**src/design/iyoc_pkg.sv**
```systemverilog
`timescale 1ns / 1ps
`default_nettype none
package iyoc_pkg;
    localparam int DELAY_DEPTH_DEF = 5;
    localparam int CORDIC_STEPS_DEF = 16;
    localparam int ANG_W = 16;
    localparam int SUM_W = 24;
    localparam int CW = 40;  // cordic datapath width
    localparam logic [1:0] REG_THRESH = 2'd0;
    localparam logic [1:0] REG_PERSIST = 2'd1;
    localparam logic [1:0] REG_CALIB = 2'd2;
    localparam logic [1:0] REG_RATE = 2'd3;
    localparam logic CMD_SAMPLE = 1'b0;
    localparam logic CMD_CLEAR = 1'b1;
    localparam logic [31:0] CORDIC_GAIN = 32'd652032874;

    typedef struct packed {
        logic start;
        logic vect;
    } cord_ctl_t;

    function automatic logic [31:0] atan_entry(input logic [4:0] i);
        logic [31:0] r;
        begin
            case (i)
                5'd0: r = 32'd536870912;
                5'd1: r = 32'd316933406;
                5'd2: r = 32'd167458907;
                5'd3: r = 32'd85004756;
                5'd4: r = 32'd42667331;
                5'd5: r = 32'd21354465;
                5'd6: r = 32'd10679838;
                5'd7: r = 32'd5340245;
                5'd8: r = 32'd2670163;
                5'd9: r = 32'd1335087;
                5'd10: r = 32'd667544;
                5'd11: r = 32'd333772;
                5'd12: r = 32'd166886;
                5'd13: r = 32'd83443;
                5'd14: r = 32'd41722;
                5'd15: r = 32'd20861;
                5'd16: r = 32'd10430;
                5'd17: r = 32'd5215;
                5'd18: r = 32'd2608;
                5'd19: r = 32'd1304;
                5'd20: r = 32'd652;
                5'd21: r = 32'd326;
                5'd22: r = 32'd163;
                5'd23: r = 32'd81;
                default: r = 32'd0;
            endcase
            return r;
        end
    endfunction
endpackage
`default_nettype wire

```
**src/design/iyoc_ram.sv**
```systemverilog
`timescale 1ns / 1ps
`default_nettype none
module iyoc_ram #(
    parameter int WIDTH = 16,
    parameter int DEPTH = 5
) (
    input  wire logic                                      clk,
    input  wire logic                                      we,
    input  wire logic [(DEPTH > 1 ? $clog2(DEPTH) : 1)-1:0] waddr,
    input  wire logic [WIDTH-1:0]                          wdata,
    input  wire logic [(DEPTH > 1 ? $clog2(DEPTH) : 1)-1:0] raddr,
    output logic [WIDTH-1:0]                               rdata
);
    logic [WIDTH-1:0] mem_reg [DEPTH];
    always_ff @(posedge clk)
    begin
        if (we)
        begin
            mem_reg[waddr] <= wdata;
        end
        rdata <= mem_reg[raddr];
    end
endmodule
`default_nettype wire

```
**src/design/iyoc_cordic.sv**
```systemverilog
`timescale 1ns / 1ps
`default_nettype none
// Shared CORDIC: one micro-rotation per cycle. Rotation gives Q14 cos/sin,
// vectoring gives a 16-bit binary angle.
module iyoc_cordic
    import iyoc_pkg::*;
#(
    parameter int CORDIC_STEPS = CORDIC_STEPS_DEF
) (
    input  wire logic              clk,
    input  wire logic              rst_n,
    input  wire cord_ctl_t         ctl,
    input  wire logic [ANG_W-1:0]  ang_in,
    input  wire logic [SUM_W-1:0]  xs_in,
    input  wire logic [SUM_W-1:0]  ys_in,
    output logic                   done,
    output logic [ANG_W-1:0]       cos_out,
    output logic [ANG_W-1:0]       sin_out,
    output logic [ANG_W-1:0]       ang_out
);
    localparam int NW = $clog2(CORDIC_STEPS + 1);
    logic signed [CW-1:0] x_reg, y_reg;
    logic signed [32:0] z_reg;
    logic [NW-1:0] i_reg;
    logic busy_reg, vect_reg, flip_reg, zero_reg;
    logic signed [CW-1:0] dx, dy, xo, yo;
    logic signed [32:0] at;
    logic dir;
    logic [31:0] zu;
    logic signed [CW-1:0] xi, yi;

    assign dx = x_reg >>> i_reg;
    assign dy = y_reg >>> i_reg;
    assign at = {1'b0, atan_entry(5'(i_reg))};
    assign dir = vect_reg ? ~y_reg[CW-1] : ~z_reg[32];
    assign zu = {ang_in, 16'd0};
    assign xi = CW'($signed(xs_in)) <<< 6;
    assign yi = CW'($signed(ys_in)) <<< 6;

    always_ff @(posedge clk or negedge rst_n)
    begin
        if (!rst_n)
        begin
            busy_reg <= 1'b0;
            done <= 1'b0;
            i_reg <= '0;
        end
        else
        begin
            done <= 1'b0;
            if (ctl.start)
            begin
                busy_reg <= 1'b1;
                i_reg <= '0;
                vect_reg <= ctl.vect;
                zero_reg <= (xs_in == '0) && (ys_in == '0);
                if (ctl.vect)
                begin
                    flip_reg <= 1'b0;
                    x_reg <= xi[CW-1] ? -xi : xi;
                    y_reg <= xi[CW-1] ? -yi : yi;
                    z_reg <= xi[CW-1] ? 33'sh080000000 : 33'sd0;
                end
                else
                begin
                    x_reg <= CW'(CORDIC_GAIN);
                    y_reg <= '0;
                    if (zu > 32'h40000000 && zu < 32'hC0000000)
                    begin
                        flip_reg <= 1'b1;
                        z_reg <= $signed({zu[31] ^ 1'b1, zu[31] ^ 1'b1, zu[30:0]});
                    end
                    else
                    begin
                        flip_reg <= 1'b0;
                        z_reg <= $signed({zu[31], zu});
                    end
                end
            end
            else if (busy_reg)
            begin
                if (i_reg == NW'(CORDIC_STEPS))
                begin
                    busy_reg <= 1'b0;
                    done <= 1'b1;
                end
                else
                begin
                    i_reg <= i_reg + 1'b1;
                    if (vect_reg ^ dir)
                    begin
                        x_reg <= x_reg - dy;
                        y_reg <= y_reg + dx;
                    end
                    else
                    begin
                        x_reg <= x_reg + dy;
                        y_reg <= y_reg - dx;
                    end
                    z_reg <= (dir ^ vect_reg) ? z_reg - at : z_reg + at;
                end
            end
        end
    end

    // vectoring with y>=0: x+=y>>i, y-=x>>i, z+=a ; rotation z>=0: x-=y, y+=x, z-=a
    function automatic logic [ANG_W-1:0] q14(input logic signed [CW-1:0] v);
        logic signed [CW-1:0] r;
        begin
            r = (v + CW'(32768)) >>> 16;
            if (r > CW'(16384)) r = CW'(16384);
            if (r < -CW'(16384)) r = -CW'(16384);
            return r[ANG_W-1:0];
        end
    endfunction

    assign xo = flip_reg ? -x_reg : x_reg;
    assign yo = flip_reg ? -y_reg : y_reg;
    assign cos_out = q14(xo);
    assign sin_out = q14(yo);
    logic [31:0] zr;
    assign zr = z_reg[31:0] + 32'd32768;
    assign ang_out = zero_reg ? '0 : zr[31:16];
endmodule
`default_nettype wire

```
**src/design/imu_yaw_offset_calibrator.sv**
```systemverilog
`timescale 1ns / 1ps
`default_nettype none
// IMU yaw offset calibrator.
// s_axis carries one sample request: tuser = command (0 sample, 1 clear),
// tdata from bit 0 up: imu_yaw, vision_yaw, vision_valid, rate_of_turn.
// m_axis returns one result per request: tdata from bit 0 up: corrected_yaw,
// current_offset, calibrated_once, offset_updated.
// cfg writes registers 0..3 (threshold, persist, calib samples, rate limit).
// A clear request goes straight to the output register; a sample that does not
// accumulate passes the delay-line read and the mismatch check first; an
// accumulating sample or an offset update also takes two passes through the one
// shared CORDIC (rotation for accumulation, vectoring for the offset update).
// One request is in flight at a time. The result sits in an output register;
// a stalled receiver holds it and no new request is taken until it leaves.
// Reset clears delay line (read through valid bits), sums, counters, flags,
// and restores register defaults.
module imu_yaw_offset_calibrator
    import iyoc_pkg::*;
#(
    parameter int DELAY_DEPTH = DELAY_DEPTH_DEF,
    parameter int CORDIC_STEPS = CORDIC_STEPS_DEF
) (
    input  wire logic        clk,
    input  wire logic        rst_n,
    input  wire logic        s_axis_tvalid,
    output logic             s_axis_tready,
    input  wire logic [55:0] s_axis_tdata,  // imu_yaw, vision_yaw, vision_valid, rate_of_turn
    input  wire logic        s_axis_tuser,  // command
    output logic             m_axis_tvalid,
    input  wire logic        m_axis_tready,
    output logic [39:0]      m_axis_tdata,  // corrected_yaw, current_offset, calibrated_once, offset_updated
    input  wire logic        cfg_valid,
    output logic             cfg_ready,
    input  wire logic [1:0]  cfg_index,
    input  wire logic [14:0] cfg_data
);
    localparam int DW = (DELAY_DEPTH > 1) ? $clog2(DELAY_DEPTH) : 1;
    localparam logic [3:0] ST_IDLE = 4'd0, ST_RD = 4'd1, ST_CHK = 4'd2,
        ST_C1 = 4'd3, ST_W1 = 4'd4, ST_C2 = 4'd5, ST_W2 = 4'd6,
        ST_V1 = 4'd7, ST_VW1 = 4'd8, ST_V2 = 4'd9, ST_VW2 = 4'd10, ST_OUT = 4'd11;

    logic [3:0] st_reg;
    logic [14:0] thr_reg, rlim_reg;
    logic [7:0] pers_reg, cal_reg, mis_reg;
    logic [8:0] cnt_reg;
    logic signed [SUM_W-1:0] s0_reg, s1_reg, s2_reg, s3_reg;
    logic [15:0] off_reg, last_reg, imu_reg, vis_reg, rate_reg, old_reg, av_reg;
    logic valid_reg, need_reg, done_reg, upd_reg;
    logic [DW-1:0] didx_reg;
    logic [DELAY_DEPTH-1:0] dval_reg;
    logic [DW-1:0] didx_next;
    logic [15:0] ram_q;

    assign cfg_ready = (st_reg == ST_IDLE) && !m_axis_tvalid;
    assign s_axis_tready = (st_reg == ST_IDLE) && !m_axis_tvalid;
    assign didx_next = (didx_reg == DW'(DELAY_DEPTH - 1)) ? '0 : didx_reg + 1'b1;

    iyoc_ram #(.WIDTH(16), .DEPTH(DELAY_DEPTH)) u_dly (
        .clk(clk), .we(st_reg == ST_RD), .waddr(didx_reg), .wdata(imu_reg),
        .raddr(didx_reg), .rdata(ram_q));

    cord_ctl_t cctl;
    logic cdone;
    logic [15:0] ccos, csin, cang, cin_ang;
    logic [SUM_W-1:0] cxs, cys;
    assign cctl.start = (st_reg == ST_C1) || (st_reg == ST_C2) ||
                        (st_reg == ST_V1) || (st_reg == ST_V2);
    assign cctl.vect = (st_reg == ST_V1) || (st_reg == ST_V2);
    assign cin_ang = (st_reg == ST_C1) ? old_reg : vis_reg;
    assign cxs = (st_reg == ST_V1) ? s2_reg : s0_reg;
    assign cys = (st_reg == ST_V1) ? s3_reg : s1_reg;

    iyoc_cordic #(.CORDIC_STEPS(CORDIC_STEPS)) u_cordic (
        .clk(clk), .rst_n(rst_n), .ctl(cctl), .ang_in(cin_ang), .xs_in(cxs),
        .ys_in(cys), .done(cdone), .cos_out(ccos), .sin_out(csin), .ang_out(cang));

    // mismatch test
    logic [15:0] err, aerr_lo, arate_lo;
    logic [16:0] aerr, arate;
    logic [8:0] mis_inc;  // one bit wider: a count of 256 must still exceed persist
    logic mism, need_n, acc_ok;
    assign err = vis_reg - (old_reg + off_reg);
    assign aerr = err[15] ? 17'h10000 - {1'b0, err} : {1'b0, err};
    assign arate = rate_reg[15] ? 17'h10000 - {1'b0, rate_reg} : {1'b0, rate_reg};
    assign aerr_lo = aerr[15:0];
    assign arate_lo = arate[15:0];
    assign mism = aerr > {2'b0, thr_reg};
    assign mis_inc = mism ? {1'b0, mis_reg} + 9'd1 : 9'd0;
    assign need_n = mism ? ((mis_inc > {1'b0, pers_reg}) ? 1'b1 : need_reg) : 1'b0;
    assign acc_ok = (!done_reg || need_n) && valid_reg && (arate < {2'b0, rlim_reg});

    always_ff @(posedge clk or negedge rst_n)
    begin
        if (!rst_n)
        begin
            st_reg <= ST_IDLE;
            thr_reg <= 15'd45; pers_reg <= 8'd10; cal_reg <= 8'd20; rlim_reg <= 15'd1608;
            didx_reg <= '0; dval_reg <= '0; off_reg <= '0; cnt_reg <= '0;
            s0_reg <= '0; s1_reg <= '0; s2_reg <= '0; s3_reg <= '0;
            mis_reg <= '0; need_reg <= 1'b0; done_reg <= 1'b0; last_reg <= '0;
            m_axis_tvalid <= 1'b0; upd_reg <= 1'b0;
        end
        else
        begin
            if (m_axis_tvalid && m_axis_tready) m_axis_tvalid <= 1'b0;
            if (cfg_valid && cfg_ready)
            begin
                case (cfg_index)
                    REG_THRESH: thr_reg <= cfg_data;
                    REG_PERSIST: pers_reg <= cfg_data[7:0];
                    REG_CALIB: cal_reg <= cfg_data[7:0];
                    REG_RATE: rlim_reg <= cfg_data;
                    default: ;
                endcase
            end
            case (st_reg)
                ST_IDLE:
                begin
                    if (s_axis_tvalid && s_axis_tready)
                    begin
                        imu_reg <= s_axis_tdata[15:0];
                        vis_reg <= s_axis_tdata[31:16];
                        valid_reg <= s_axis_tdata[32];
                        rate_reg <= s_axis_tdata[48:33];
                        upd_reg <= 1'b0;
                        if (s_axis_tuser == CMD_CLEAR)
                        begin
                            done_reg <= 1'b0;
                            st_reg <= ST_OUT;
                        end
                        else st_reg <= ST_RD;
                    end
                end
                ST_RD:
                begin
                    dval_reg[didx_reg] <= 1'b1;
                    st_reg <= ST_CHK;
                end
                ST_CHK:
                begin
                    didx_reg <= didx_next;
                    mis_reg <= (mis_inc > {1'b0, pers_reg}) ? 8'd0 : mis_inc[7:0];
                    need_reg <= need_n;
                    if (acc_ok)
                        st_reg <= (cnt_reg > {1'b0, cal_reg}) ? ST_V1 : ST_C1;
                    else
                    begin
                        cnt_reg <= '0;
                        s0_reg <= '0; s1_reg <= '0; s2_reg <= '0; s3_reg <= '0;
                        last_reg <= imu_reg + off_reg;
                        st_reg <= ST_OUT;
                    end
                end
                ST_C1: st_reg <= ST_W1;
                ST_W1:
                    if (cdone)
                    begin
                        s0_reg <= s0_reg + SUM_W'($signed(ccos));
                        s1_reg <= s1_reg + SUM_W'($signed(csin));
                        st_reg <= ST_C2;
                    end
                ST_C2: st_reg <= ST_W2;
                ST_W2:
                    if (cdone)
                    begin
                        s2_reg <= s2_reg + SUM_W'($signed(ccos));
                        s3_reg <= s3_reg + SUM_W'($signed(csin));
                        cnt_reg <= cnt_reg + 1'b1;
                        last_reg <= imu_reg + off_reg;
                        st_reg <= ST_OUT;
                    end
                ST_V1: st_reg <= ST_VW1;
                ST_VW1:
                    if (cdone)
                    begin
                        av_reg <= cang;
                        st_reg <= ST_V2;
                    end
                ST_V2: st_reg <= ST_VW2;
                ST_VW2:
                    if (cdone)
                    begin
                        off_reg <= av_reg - cang;
                        last_reg <= imu_reg + (av_reg - cang);
                        done_reg <= 1'b1; upd_reg <= 1'b1;
                        cnt_reg <= '0;
                        s0_reg <= '0; s1_reg <= '0; s2_reg <= '0; s3_reg <= '0;
                        st_reg <= ST_OUT;
                    end
                ST_OUT:
                begin
                    m_axis_tvalid <= 1'b1;
                    st_reg <= ST_IDLE;
                end
                default: st_reg <= ST_IDLE;
            endcase
        end
    end

    always_ff @(posedge clk)
    begin
        if (st_reg == ST_RD) old_reg <= dval_reg[didx_reg] ? ram_q : 16'd0;
    end

    assign m_axis_tdata = {6'd0, upd_reg, done_reg, off_reg, last_reg};

    logic unused_ok;
    assign unused_ok = ^{aerr_lo, arate_lo, s_axis_tdata[55:49]};

    a_one_inflight: assert property (@(posedge clk) disable iff (!rst_n)
        m_axis_tvalid |-> !s_axis_tready) else $error("accept while result pending");
    a_upd_done: assert property (@(posedge clk) disable iff (!rst_n)
        (m_axis_tvalid && upd_reg) |-> done_reg) else $error("update without done");
    a_cnt_range: assert property (@(posedge clk) disable iff (!rst_n)
        cnt_reg <= 9'd256) else $error("sample count overflow");
endmodule
`default_nettype wire

```
**config.mk**
```make
export PLATFORM = sky130hd
export DESIGN_NAME = imu_yaw_offset_calibrator
export DESIGN_NICKNAME = d
export VERILOG_FILES = /design/src/design/iyoc_pkg.sv /design/src/design/iyoc_ram.sv /design/src/design/iyoc_cordic.sv /design/src/design/imu_yaw_offset_calibrator.sv
export SDC_FILE = /design/constraint.sdc
export NUM_CORES = 2
export LEC_CHECK = 0
export BUFFER_PORTS_ARGS = -buffer_cell sky130_fd_sc_hd__buf_2
export CAP_MARGIN = 20
export CORE_ASPECT_RATIO = 1.5
export CORE_MARGIN = 2
export CORE_UTILIZATION = 40
export CTS_BUF_LIST = sky130_fd_sc_hd__clkbuf_4 sky130_fd_sc_hd__clkbuf_8 sky130_fd_sc_hd__clkbuf_16
export DETAILED_ROUTE_END_ITERATION = 10
export SLEW_MARGIN = 20
export SYNTH_ARGS = -nofsm -noshare
export SYNTH_HDL_FRONTEND = slang
export SYNTH_SLANG_ARGS = --single-unit
```
**constraint.sdc**
```tcl
create_clock -name clk -period 12.69 [get_ports clk]
set_input_delay 3.1725 -clock clk [delete_from_list [all_inputs] [get_ports clk]]
set_output_delay 3.1725 -clock clk [all_outputs]
set_load 0.02 [all_outputs]
```
Yosys cells after proc, flatten, opt, wreduce, memory -nomap -nowiden
Memories as Yosys holds them, arrays and structs flattened. A register that Yosys moved wholly into a read port is not among the register bits.
Cells that the tools add are included.
{"block": "totals", "n_memories": 2, "out_inout_bits": 43, "romBits": 960, "input_bits": 79, "word_cells": 236, "regBits": 411, "ram_bits": 80}
{"block": "op_classes", "add_sub_neg": 28, "eq_ne": 25, "n_lt_le_gt_ge": 12, "reduce_logical": 41, "n_shift": 2, "bitwise_logic": 5, "mux": 87}
{"memory": "(name not given)", "depth": 32, "width": 30, "read_ports": 1, "rd_ports_with_merged_regs": 0, "wr": 0, "line_no": "iyoc_pkg.sv:25", "rtl": "case (i)"}
{"memory": "u_dly.mem_reg", "depth": 5, "width": 16, "read_ports": 1, "rd_ports_with_merged_regs": 1, "wr": 1, "line_no": "iyoc_ram.sv:14", "rtl": "logic [WIDTH-1:0] mem_reg [DEPTH];"}
{"op": "2-to-1 mux 40 bit", "n": 16}
{"op": "case mux 24 bit (3 select lines)", "n": 4}
{"op": "2-to-1 mux 33 bit", "n": 6}
{"op": "2-to-1 mux 24 bit", "n": 8}
{"op": "2-to-1 mux 16 bit", "n": 7}
{"op": "adder 24 x 16 -> 24 bit", "n": 4}
{"op": "adder 40 x 17 -> 40 bit, second input constant", "n": 2}
{"op": "adder 40 bit", "n": 2}
{"op": "less-than comparator 40 x 15 -> 1 bit, second input constant", "n": 2}
{"op": "negation 30 -> 40 bit", "n": 2}
{"op": "negation 40 bit", "n": 2}
{"op": ">>> shifter 40 x 5 -> 40 bit", "n": 2}
{"op": "subtractor 40 bit", "n": 2}
{"op": "adder 16 bit", "n": 3}
{"op": "> comparator 24 x 16 -> 1 bit, second input constant", "n": 2}
{"op": "zero test 24 bit", "n": 2}
{"op": "case mux 16 bit (3 select lines)", "n": 1}
{"op": "case mux 4 bit (10 select lines)", "n": 1}
{"op": "2-to-1 mux 9 bit", "n": 4}
{"op": "2-to-1 mux 17 bit", "n": 2}
{"op": "subtractor 17 x 16 -> 17 bit, first input constant", "n": 2}
{"op": "adder 33 bit", "n": 1}
{"op": "subtractor 33 bit", "n": 1}
{"op": "adder 32 x 16 -> 32 bit, second input constant", "n": 1}
{"op": "46 further kinds", "n": 121}

Longest topological paths before layout
{"block": "logic_depth", "ltp_word": 14, "ltp_mapped": 38, "depth_no_buf": 36}

Modules after synthesis
Synthesis repeated with hierarchy kept, for this count alone.
{"block": "hier_totals", "cells_unflattened": 5205, "area_unflattened_um2": 47641.9}
{"mod": "iyoc_cordic", "seq_area_each_um2": 3658.5, "area_each_um2": 23709.0, "cells_each": 2916, "instances": 1}
{"mod": "imu_yaw_offset_calibrator", "seq_area_each_um2": 7627.3, "area_each_um2": 20430.8, "cells_each": 2095, "instances": 1}
{"mod": "iyoc_ram", "seq_area_each_um2": 2722.6, "area_each_um2": 3502.1, "cells_each": 194, "instances": 1}

Worst setup path before layout
Ideal clock, no wire load.
{"block": "synth_timing", "path_type": "reg-to-reg", "from": "register u_cordic.flip_reg", "to": "register s1_reg[23]", "synth_period_minus_slack_ns": 8.907, "t_arrival_ns": 8.774, "setup_time_ns": 0.134, "path_stages_with_launch": 35, "setup_slack_ns": 3.783, "required_time_ns": 12.556, "path_buffers": 8, "cell_sequence": "edfxtp_1 clkbuf_1 clkbuf_1 buf_2 buf_1 clkbuf_1 clkbuf_1 clkbuf_1 o21ai_0 xnor2_1 ha_1 clkbuf_1 nand2_1 mux2i_2 a21boi_1 nand3_1 nand2_1 a21oi_1 o21ai_1 nand4_1 a2bb2oi_2 nor3_1 ha_1 a211o_1 a2111oi_0 o211ai_1 a21o_1 a21o_1 a41o_1 o41a_1 a41o_1 o41ai_1 xnor2_1 nand3b_1 o211ai_1"}
{"block": "synth_between", "elab_chain_cells": 9}
{"element": "start, declared", "line_no": "iyoc_cordic.sv:25", "rtl": "logic busy_reg, vect_reg, flip_reg, zero_reg;"}
{"element": "start signal, assigned", "line_no": "iyoc_cordic.sv:59", "rtl": "flip_reg <= 1'b0;"}
{"element": "start signal, assigned", "line_no": "iyoc_cordic.sv:70", "rtl": "flip_reg <= 1'b1;"}
{"element": "start signal, assigned", "line_no": "iyoc_cordic.sv:75", "rtl": "flip_reg <= 1'b0;"}
{"element": "2-to-1 mux 40 bit *", "line_no": "iyoc_cordic.sv:118", "rtl": "assign yo = flip_reg ? -y_reg : y_reg;"}
{"element": "adder 40 x 17 -> 40 bit *", "line_no": "iyoc_cordic.sv:110", "rtl": "r = (v + CW'(32768)) >>> 16;"}
{"element": "> comparator 24 x 16 -> 1 bit", "line_no": "iyoc_cordic.sv:111", "rtl": "if (r > CW'(16384)) r = CW'(16384);"}
{"element": "2-to-1 mux 40 bit *", "line_no": "iyoc_cordic.sv:111"}
{"element": "less-than comparator 40 x 15 -> 1 bit", "line_no": "iyoc_cordic.sv:112", "rtl": "if (r < -CW'(16384)) r = -CW'(16384);"}
{"element": "2-to-1 mux 16 bit *", "line_no": "iyoc_cordic.sv:112"}
{"element": "adder 24 x 16 -> 24 bit *", "line_no": "imu_yaw_offset_calibrator.sv:159", "rtl": "s1_reg <= s1_reg + SUM_W'($signed(csin));"}
{"element": "2-to-1 mux 24 bit *", "line_no": "imu_yaw_offset_calibrator.sv:156", "rtl": "if (cdone)"}
{"element": "case mux 24 bit (3 select lines) *", "line_no": "imu_yaw_offset_calibrator.sv:116", "rtl": "case (st_reg)"}
{"element": "end signal, assigned", "line_no": "imu_yaw_offset_calibrator.sv:159"}
{"element": "end, declared", "line_no": "imu_yaw_offset_calibrator.sv:46", "rtl": "logic signed [SUM_W-1:0] s0_reg, s1_reg, s2_reg, s3_reg;"}
Mark *: on every way between the ends. The rest lies on a longest branch, timed or not. The select of a mux whose other input is x is not followed.
A chain may end at the register's enable or synchronous reset.

Final worst setup path
{"block": "layout_timing", "from": "register u_cordic.y_reg[1]", "to": "register s1_reg[23]"}
{"block": "layout_between", "elab_chain_cells": 10}
{"element": "start, declared", "line_no": "iyoc_cordic.sv:22", "rtl": "logic signed [CW-1:0] x_reg, y_reg;"}
{"element": "start signal, assigned", "line_no": "iyoc_cordic.sv:61", "rtl": "y_reg <= xi[CW-1] ? -yi : yi;"}
{"element": "start signal, assigned", "line_no": "iyoc_cordic.sv:93", "rtl": "y_reg <= y_reg + dx;"}
{"element": "start signal, assigned", "line_no": "iyoc_cordic.sv:98", "rtl": "y_reg <= y_reg - dx;"}
{"element": "negation 40 bit", "line_no": "iyoc_cordic.sv:118"}
{"element": "2-to-1 mux 40 bit *", "line_no": "iyoc_cordic.sv:118"}
{"element": "adder 40 x 17 -> 40 bit *", "line_no": "iyoc_cordic.sv:110"}
{"element": "> comparator 24 x 16 -> 1 bit", "line_no": "iyoc_cordic.sv:111"}
{"element": "2-to-1 mux 40 bit *", "line_no": "iyoc_cordic.sv:111"}
{"element": "less-than comparator 40 x 15 -> 1 bit", "line_no": "iyoc_cordic.sv:112"}
{"element": "2-to-1 mux 16 bit *", "line_no": "iyoc_cordic.sv:112"}
{"element": "adder 24 x 16 -> 24 bit *", "line_no": "imu_yaw_offset_calibrator.sv:159"}
{"element": "2-to-1 mux 24 bit *", "line_no": "imu_yaw_offset_calibrator.sv:156"}
{"element": "case mux 24 bit (3 select lines) *", "line_no": "imu_yaw_offset_calibrator.sv:116"}
Marked as above.

==> impl_metrics.tcl <==
set metrics [dict create \
    ys_dominant_reg_cell "sky130_fd_sc_hd__edfxtp_1" \
    fin_worst_skew_ns 0.06321 \
    tightestPinTransition_ns 1.201 \
    register_area_mm2 0.01403 \
    die-width_um 281.2 \
    final_min_period_over_clock_period_pct 76.32 \
    i_o_pin_cnt 122 \
    maxClockFrequency_mhz 103.2 \
    placeableCoreArea_mm2 0.1143 \
    core.rowCount 152 \
    worst_ep_required_time_ns 13.28 \
    finish.cell_count_without_fillers 6707 \
    number_of_storage_elements_in_the_synthesis_netlist 507 \
    hold_path_class "reg -> reg" \
    critical_path.reg2reg.endpoint "s1_reg[23]" \
    place_inst 6603 \
    final_weighted_congestion_of_routability_driven_global_placement 0.9738 \
    vias_in_the_first_global_route 39000 \
    worst_slew_margin_rel_pct 19.66 \
    yosys_warnings 0 \
    synth.distinct_cells 112 \
    synth-edff-count 277 \
    grt_first_pass_wirelength_um 225300 \
    track_usage_pct 24.48 \
    initial_utilization_pct 40.34 \
    finalWirelength_um 147300 \
    wl_per_cell_um 21.96 \
    worst_setup_path_startpoint "u_cordic.y_reg[1]" \
    syn_inst 5166 \
    multi_input_comb_area_mm2 0.03027 \
    grt_max_degree 132 \
    routed_via_density 5.953 \
    cp.arrival_ns 10.28 \
    synth_top_cells_by_count "524 x sky130_fd_sc_hd__nand2_1, 390 x sky130_fd_sc_hd__nor2_1, 343 x sky130_fd_sc_hd__a21oi_1" \
    setup_tns_ns 0 \
    drt_first_iter_violations 3040 \
    cts-root-to-sink-buffers 3 \
    grt-ovfl-total 0 \
    clk-insertion-delay-late_ns 0.70 \
    area_growth_from_synthesis_to_final_layout_pct 8.440 \
    status "completed" \
    seq_area_frac_synth_pct 30.39 \
    hpwl_detailed_um 109600 \
    worst_setup_path_start_kind "flip-flop" \
    synth.top_cells.by_area "sky130_fd_sc_hd__edfxtp_1 18%, sky130_fd_sc_hd__dfrtp_1 11%, sky130_fd_sc_hd__ha_1 8.5%" \
    die_y_um 419.8 \
    die_area_mm2 0.1180 \
    r2r_slack_ns 3.00 \
    final_nets 5537 \
    cts_sinks 507 \
    timing.critical_path.slowest_cell_delay_ns 0.68 \
    drt.antenna.violating_nets 0 \
    reg2reg_depth 28 \
    tritoncts_clock_tree "built" \
    drc 0 \
    max-cap-violations 0 \
    minimum_clock_period_ns 9.685 \
    postCtsHoldBufs 0 \
    synth_top_cell_area_share_pct 18.04 \
    cts_htree_levels 2 \
    crit_end "s1_reg[23]" \
    cts_made_buffers 55 \
    post_route_cells_drive_above_1_share_pct 11.03 \
    crit_path_max_fanout 14 \
    final-max-slew-violation-count 0 \
    drt_first_pass_iters 6 \
    worst_path_most_repeated_cell "sky130_fd_sc_hd__xnor2_1" \
    syn-cell-area_mm2 0.04610 \
    final-setup-viol-count 0 \
    synth.most_common_cell "sky130_fd_sc_hd__nand2_1" \
    largest_reg_flops 80 \
    via_count 39930 \
    launching_point_of_the_worst_reg2reg_path "u_cordic.y_reg[1]" \
    layout.filler_cells 11220 \
    syn_area_per_cell_um2 8.924 \
    cts.repair_timing.setup_buffer_count 0 \
    timing_hold_violations_final 0 \
    critPathKind "reg -> reg" \
    postSynth.asyncResetShare_pct 42.21 \
    clk_transition_reported_paths_ns 0.06 \
    placement.io_buffers 108 \
    post-synth-top-area-cell "sky130_fd_sc_hd__edfxtp_1" \
    crit_path_top_delay_cell "sky130_fd_sc_hd__nor3_1" \
    grt_antenna_before_repair 5 \
    grt_setup_unrepaired "no" \
    cts.repair.resized 0 \
    timing.critical_path.to_type "flip-flop" \
    ctsRootBufferMaster "sky130_fd_sc_hd__clkbuf_16" \
]
critical path: cells and delay by family, from the launching register on:
| kind | cells | cell delay (ns) |
|---|---|---|
| simple gates | 8 | 2.79 |
| flops | 1 | 0.49 |
| fa+ha+maj | 2 | 0.73 |
| compound gates | 14 | 4.42 |
| xor+xnor | 3 | 0.74 |
| mux | 1 | 0.41 |
cells in the final DEF, fill, tap and decap left out, types with 20 or more instances in the layout:
master                        n
sky130_fd_sc_hd__a21o_1      85
sky130_fd_sc_hd__o211ai_1    35
sky130_fd_sc_hd__o41ai_1     22
sky130_fd_sc_hd__nand3_1    103
sky130_fd_sc_hd__o21ai_0    326
sky130_fd_sc_hd__a31oi_1     67
sky130_fd_sc_hd__a22o_1      20
sky130_fd_sc_hd__dfrtp_1    197
sky130_fd_sc_hd__xnor2_1    238
sky130_fd_sc_hd__or2_2       47
sky130_fd_sc_hd__nor3_1     132
sky130_fd_sc_hd__a21oi_1    342
sky130_fd_sc_hd__inv_1      192
sky130_fd_sc_hd__mux2i_1    150
sky130_fd_sc_hd__xor2_1     243
sky130_fd_sc_hd__nor2b_1     48
sky130_fd_sc_hd__fa_1        24
sky130_fd_sc_hd__or3_1       36
sky130_fd_sc_hd__nor2_1     388
sky130_fd_sc_hd__nand2_1    520
sky130_fd_sc_hd__nor4_1      24
sky130_fd_sc_hd__edfxtp_1   277
sky130_fd_sc_hd__nand4_1     45
sky130_fd_sc_hd__a211oi_1    45
sky130_fd_sc_hd__and3_1      63
sky130_fd_sc_hd__buf_4       63
sky130_fd_sc_hd__o31ai_1     96
sky130_fd_sc_hd__a22oi_1     37
sky130_fd_sc_hd__and2_1      60
sky130_fd_sc_hd__o21a_1      64
sky130_fd_sc_hd__nand2b_1    58
sky130_fd_sc_hd__o21bai_1    38
sky130_fd_sc_hd__mux4_2     100
sky130_fd_sc_hd__ha_1       314
sky130_fd_sc_hd__buf_2      107
sky130_fd_sc_hd__mux2_2      67
sky130_fd_sc_hd__o22ai_1     64
sky130_fd_sc_hd__clkbuf_16   62
how the worst min path moves through the flow:
stage | startpoint | endpoint | slack (ns) | cells past startpoint
floorplan | dval_reg[0] | dval_reg[0] | 0.44 | 1
global placement | dval_reg[4] | dval_reg[4] | 0.45 | 1
detailed placement | dval_reg[1] | dval_reg[1] | 0.46 | 1
CTS | dval_reg[1] | dval_reg[1] | 0.47 | 1
global route | dval_reg[1] | dval_reg[1] | 0.48 | 1
finish | dval_reg[1] | dval_reg[1] | 0.47 | 1
cells by family after synthesis:
group           synth area share [%]
simple gates                   17.01
fa+ha+maj                      9.564
xor+xnor                       9.138
compound gates                 19.63
other cells                 0.008134
buf+inv                        4.274
mux                            9.998
flops                          30.39
routing by layer:
metal	vias up	track usage (%)	wire, um
li1	18930	-	-
met1	19320	28.75	57640
met2	1301	42.88	72710
met3	370	2.919	7556
met4	8	14.14	9314
met5	-	0	37
final cells by class:
type,instances,area share (%)
Multi-Input combinational cell,4186,60.54
Antenna cell,1,0.005005
Timing Repair Buffer,172,2.087
Tap cell,1540,3.854
Clock inverter,25,0.5356
Sequential cell,507,28.06
Clock buffer,78,3.431
Inverter,198,1.487
through the flow:
step	hold slack, ns	util [%]	area [um^2]	setup WS [ns]
after global placement	0.4511	42.00	48010	3.250
after CTS	0.4715	43.74	49990	3.129
after floorplan	0.4389	-	46120	3.783
after detailed placement	0.4556	42.00	48010	3.183
final	0.4685	43.74	49990	3.005
after global routing	0.4844	43.74	49990	2.482
Power is not shown: default switching activity piles up to over one toggle a cycle in this logic, so the estimate is an artifact.
